File: src/srt_pkg.sv
// ----------------------------------------------------------------------------
// srt_pkg
// Shared constants, codes and types of the sorted region table.
// ----------------------------------------------------------------------------
`timescale 1ns / 1ps

package srt_pkg;

    localparam int MAX_REGIONS = 64;
    localparam int IDX_W       = (MAX_REGIONS > 1) ? $clog2(MAX_REGIONS) : 1;
    localparam int CNT_W       = $clog2(MAX_REGIONS + 1);
    localparam int ADDR_W      = 32;
    localparam int SLOT_W      = 6;
    localparam int ENT_W       = 7;
    localparam int STATUS_W    = 3;
    localparam int CMD_W       = 2;
    localparam int GROUP       = 8;
    localparam int NUM_GROUPS  = (MAX_REGIONS + GROUP - 1) / GROUP;

    typedef enum logic [CMD_W-1:0] {
        CMD_LOOKUP = 2'd0,
        CMD_VERIFY = 2'd1,
        CMD_INSERT = 2'd2,
        CMD_REMOVE = 2'd3
    } cmd_t;

    typedef enum logic [STATUS_W-1:0] {
        ST_OK        = 3'd0,
        ST_NOT_FOUND = 3'd1,
        ST_KERNEL    = 3'd2,
        ST_NO_FIT    = 3'd3,
        ST_FULL      = 3'd4,
        ST_MISMATCH  = 3'd5
    } status_t;

    // broadcast from the sequencer to every cell
    typedef struct packed {
        logic              cmp;
        logic              ins;
        logic              rem;
        logic [ADDR_W-1:0] key;
        logic [ADDR_W-1:0] new_last;
    } cell_ctl_t;

    // floor match picked out of the cell row
    typedef struct packed {
        logic              found;
        logic [IDX_W-1:0]  idx;
        logic [ADDR_W-1:0] start;
        logic [ADDR_W-1:0] last;
    } sel_t;

endpackage

File: src/srt_cell.sv
// ----------------------------------------------------------------------------
// srt_cell
// One table entry: compares its start against the key and shifts with its
// neighbors on insert and remove.
// ----------------------------------------------------------------------------
`timescale 1ns / 1ps

module srt_cell (
    input  logic                      clk,
    input  logic                      rst_n,
    input  srt_pkg::cell_ctl_t        ctl,
    input  logic                      in_use,
    input  logic                      prev_hit,
    input  logic [srt_pkg::ADDR_W-1:0] prev_start,
    input  logic [srt_pkg::ADDR_W-1:0] prev_last,
    input  logic                      next_hit,
    input  logic [srt_pkg::ADDR_W-1:0] next_start,
    input  logic [srt_pkg::ADDR_W-1:0] next_last,
    output logic                      hit_reg,
    output logic [srt_pkg::ADDR_W-1:0] start_reg,
    output logic [srt_pkg::ADDR_W-1:0] last_reg
);

    logic                       hit_next;
    logic [srt_pkg::ADDR_W-1:0] start_next;
    logic [srt_pkg::ADDR_W-1:0] last_next;

    always_comb
    begin
        hit_next   = hit_reg;
        start_next = start_reg;
        last_next  = last_reg;
        if (ctl.cmp)
        begin
            hit_next = in_use && (start_reg <= ctl.key);
        end
        if (ctl.ins && !hit_reg)
        begin
            // first cell past the floor takes the new region
            if (prev_hit)
            begin
                start_next = ctl.key;
                last_next  = ctl.new_last;
            end
            else
            begin
                start_next = prev_start;
                last_next  = prev_last;
            end
        end
        if (ctl.rem && !next_hit)
        begin
            start_next = next_start;
            last_next  = next_last;
        end
    end

    always_ff @(posedge clk or negedge rst_n)
    begin
        if (!rst_n)
        begin
            hit_reg <= 1'b0;
        end
        else
        begin
            hit_reg <= hit_next;
        end
    end

    always_ff @(posedge clk)
    begin
        start_reg <= start_next;
        last_reg  <= last_next;
    end

endmodule

File: config.mk
export PLATFORM = sky130hd
export DESIGN_NAME = srt_cell
export DESIGN_NICKNAME = d
export VERILOG_FILES = /design/src/srt_pkg.sv /design/src/srt_cell.sv
export SDC_FILE = /design/constraint.sdc
export NUM_CORES = 1
export LEC_CHECK = 0
export ABC_CLOCK_PERIOD_IN_PS = 2400
export BUFFER_PORTS_ARGS = -buffer_cell sky130_fd_sc_hd__clkbuf_2
export CAP_MARGIN = 20
export CORE_ASPECT_RATIO = 0.75
export CORE_MARGIN = 2
export CORE_UTILIZATION = 40
export CTS_BUF_LIST = sky130_fd_sc_hd__clkbuf_4 sky130_fd_sc_hd__clkbuf_8
export DETAILED_ROUTE_END_ITERATION = 7
export GPL_TIMING_DRIVEN = 0
export HOLD_SLACK_MARGIN = 0.05
export MAX_ROUTING_LAYER = met4
export PLACE_DENSITY = 0.8
export SLEW_MARGIN = 10
export SYNTH_ARGS = -nofsm -noshare
export SYNTH_HDL_FRONTEND = slang
export SYNTH_SLANG_ARGS = --single-unit
File: constraint.sdc
create_clock -name clk -period 2.4 [get_ports clk]
set_clock_uncertainty 0.05 [all_clocks]
set_input_delay 0.48 -clock clk [delete_from_list [all_inputs] [get_ports clk]]
set_output_delay 0.48 -clock clk [all_outputs]
set_load 0.03 [all_outputs]
==> metrics.md <==
| Metric | Value |
|---|---|
| Final Hold Slack | approximately 0.36 ns |
| Synth top area share | 0.471 |
| Io pins | about 270 |
| Leakage | a little under 3 nW |
| Yosys synthesis warning count | 0 |
| Starting DRT DRC Count | about 190 |
| Final setup fails | 0 |
| Root Buffer | clkbuf_8 |
| Pwr dens | approximately 600 nW/um^2 |
| Tightest Pin Transition | 0.593 ns |
| Initial core utilization | 0.417 |
| Seq cells post-synth | 65 |
| Post-synth EDFFs | 64 |
| Crit path cell chain | clkbuf_2 -> nor2b_1 -> buf_2 -> clkbuf_1 -> a21o_4 |
| Bufs on Longest Clock Path | 2 |
| Ant diodes | 0 |
| Number of port buffers | 263 |
| CP max stage cell | clkbuf_1 |
| Grt ovf | 0 |
| First-pass GRT wire length | between 15000 and 20000 um |
| Vias per cell | between 5 and 6 |
| Endpoints failing hold | 0 |
| CP Max Fanout | 32 |
| Period utilization | 0.893 |
| Fin nets | 904 |
| Clk_lat worst skew | 0.35 ns |
| DIE AREA | ~11000 um^2 |
| Number of global-route vias before repair | between 4000 and 5000 |
| # clock sinks | 65 |
| Core footprint | between 9000 and 10000 um^2 |
| Most used DFF post-synth | edfxtp_1 |
| Area leader, netlist | edfxtp_1 |
| CP Class | primary input to register |
| Row Count | 31 |
| Area grow syn2layout | 42.2% |
| Largest stage delay, worst path | 0.50 ns |
| CTS tree | done |
| DRC violations left | 0 |
| Drt pass-1 iters | 4 |
| Startpoint types | primary input |
| Largest net degree at the start of global routing | 65 |
| Seq/Total Area, Yosys | 0.477 |
| Final ANT Viol Nets | 0 |
| Slew HR | 0.605 |
| DR WL/cell | roughly 16 um |
| Status | complete, no violations |
| Synthesized Nets | 628 |
| Asr flop ratio synth | 0.0154 |
| Drt total wl | approximately 13000 um |
| Via count | slightly above 4000 |
| Worst setup EP type | register |
| Share of layout cells above drive strength 1 | 0.428 |
| Clk slew on worst S/H paths | roughly 0.07 ns |
| Max IR drop VDD | about 400 uV |
| Unrepaired setup endpoints after global routing | false |
| Pins Over Slew Limit | 0 |
| H-tree Lvls | 3 |
| Final Non-Filler Cells | around 810 |
| Initial antenna violation count | 0 |
| Mapped Cells | between 300 and 400 |
| Final RePlAce weighted congestion | between 0.8 and 0.9 |
| Cell area after synthesis | approximately 4100 um^2 |
| Critical path buffer and inverter count | 3 |
| Fmax | between 0.4 and 0.5 GHz |
| HP Class | primary input to register |
| Kind of cell adding the most delay to the critical path | buffers and inverters |
| Half-perimeter wire length after placement | 10400 um |
| Total GRT Usage | 0.239 |
| Cell variety after synth | 27 |
| Period minus WS final | about 2.1 ns |
| Die Wd | ~120 um |
| TritonCTS Buffers | 9 |
| Syn Area/Cell | approximately 10 um^2 |
| Max cap viols | 0 |
| CP arrival | roughly 2.1 ns |
| Die H | between 90 and 100 um |
| Top post-synthesis cells by area | edfxtp_1 47%, mux2i_1 16%, ha_1 9.8% |
| Placed insts | approximately 790 |
| CP Data Required Time | roughly 2.3 ns |
cell type report:
cell class	count	area [um^2]
buffer	21	91.3
clock buffer	9	124
clock inverter	7	85.1
fill	879	3970
inverter	33	124
multi-input combinational	278	1940
sequential	65	1950
tap	132	165
timing repair buffer	264	1330
through the flow:
stage               area [um^2]  power, mW  utilization  setup TNS [ns]  setup slack (ns)
detailed placement         5570       2.49        0.570          -19.70            -0.313
global placement           5560       2.46        0.569          -44.73            -0.705
global route               5800       3.66        0.594               0             0.131
floorplan                  4080       2.09            -               0           0.00507
CTS                        5790       3.51        0.592               0            0.0513
finish                     5800       3.49        0.594               0             0.256
repair_timing:
item | in CTS | in global routing
setup buffers | 0 | 0
gates resized for setup | 0 | 1
setup endpoints to repair | 0 | 64
hold buffers | 1 | 0
hold endpoints to repair | 1 | 0
worst paths after layout:
check                          startpoint             to  slack [ns]  cells past startpoint
max                               ctl[64]  start_reg[20]        0.26                      5
min                        next_start[28]  start_reg[28]        0.36                      3
max reg2reg                 start_reg[10]        hit_reg        0.56                      6
min reg2reg                       hit_reg        hit_reg        0.70                      3
max in group asynchronous           rst_n        hit_reg        1.80                      2
min in group asynchronous           rst_n        hit_reg        0.41                      2
worst min-delay path: stages:
cell and delay (ns):
clkbuf_2 0.07, nand2_1 0.04, o21ai_0 0.06
logic make-up after synthesis:
family,after synthesis,share of synthesized area
compound gates,92,0.123
buf+inv,54,0.0528
fa+ha+maj,32,0.0982
simple gates,89,0.0920
mux,64,0.157
flops,65,0.477
cells in the mapped netlist (all sizes together) (3+ instances only):
cell type	count
o21ai	67
nand2	72
inv	33
mux2i	64
clkbuf	11
buf	10
nand3	4
edfxtp	64
ha	32
a21o	3
nand4	7
a21oi	13
where the power goes:
part / internal (mW) / switching [mW]
clock network: 0.574 / 0.437
logic: 0.368 / 0.637
registers: 1.42 / 0.0547
cell usage in the layout, fill, tap and decap left out, types with 4 or more instances in the layout:
cell type  synthesis  routed
a21oi_1           13      13
buf_2             10      10
clkbuf_1          11      11
clkbuf_2           0     263
clkbuf_8           0       9
edfxtp_1          64      64
ha_1              32      32
inv_1             33      33
mux2i_1           64      64
nand2_1           72      72
nand3_1            4       4
nand4_1            6       6
o21ai_0           66      66
per-layer routing:
layer	GRT usage	share of wire	wire length, um	vias up
met5	-	0	0	-
met4	0.0620	0.017	229	0
li1	-	-	-	1993
met1	0.264	0.41	5400	1900
met2	0.416	0.50	6710	172
met3	0.0754	0.071	950	17
(Power assumes the default switching activity.)
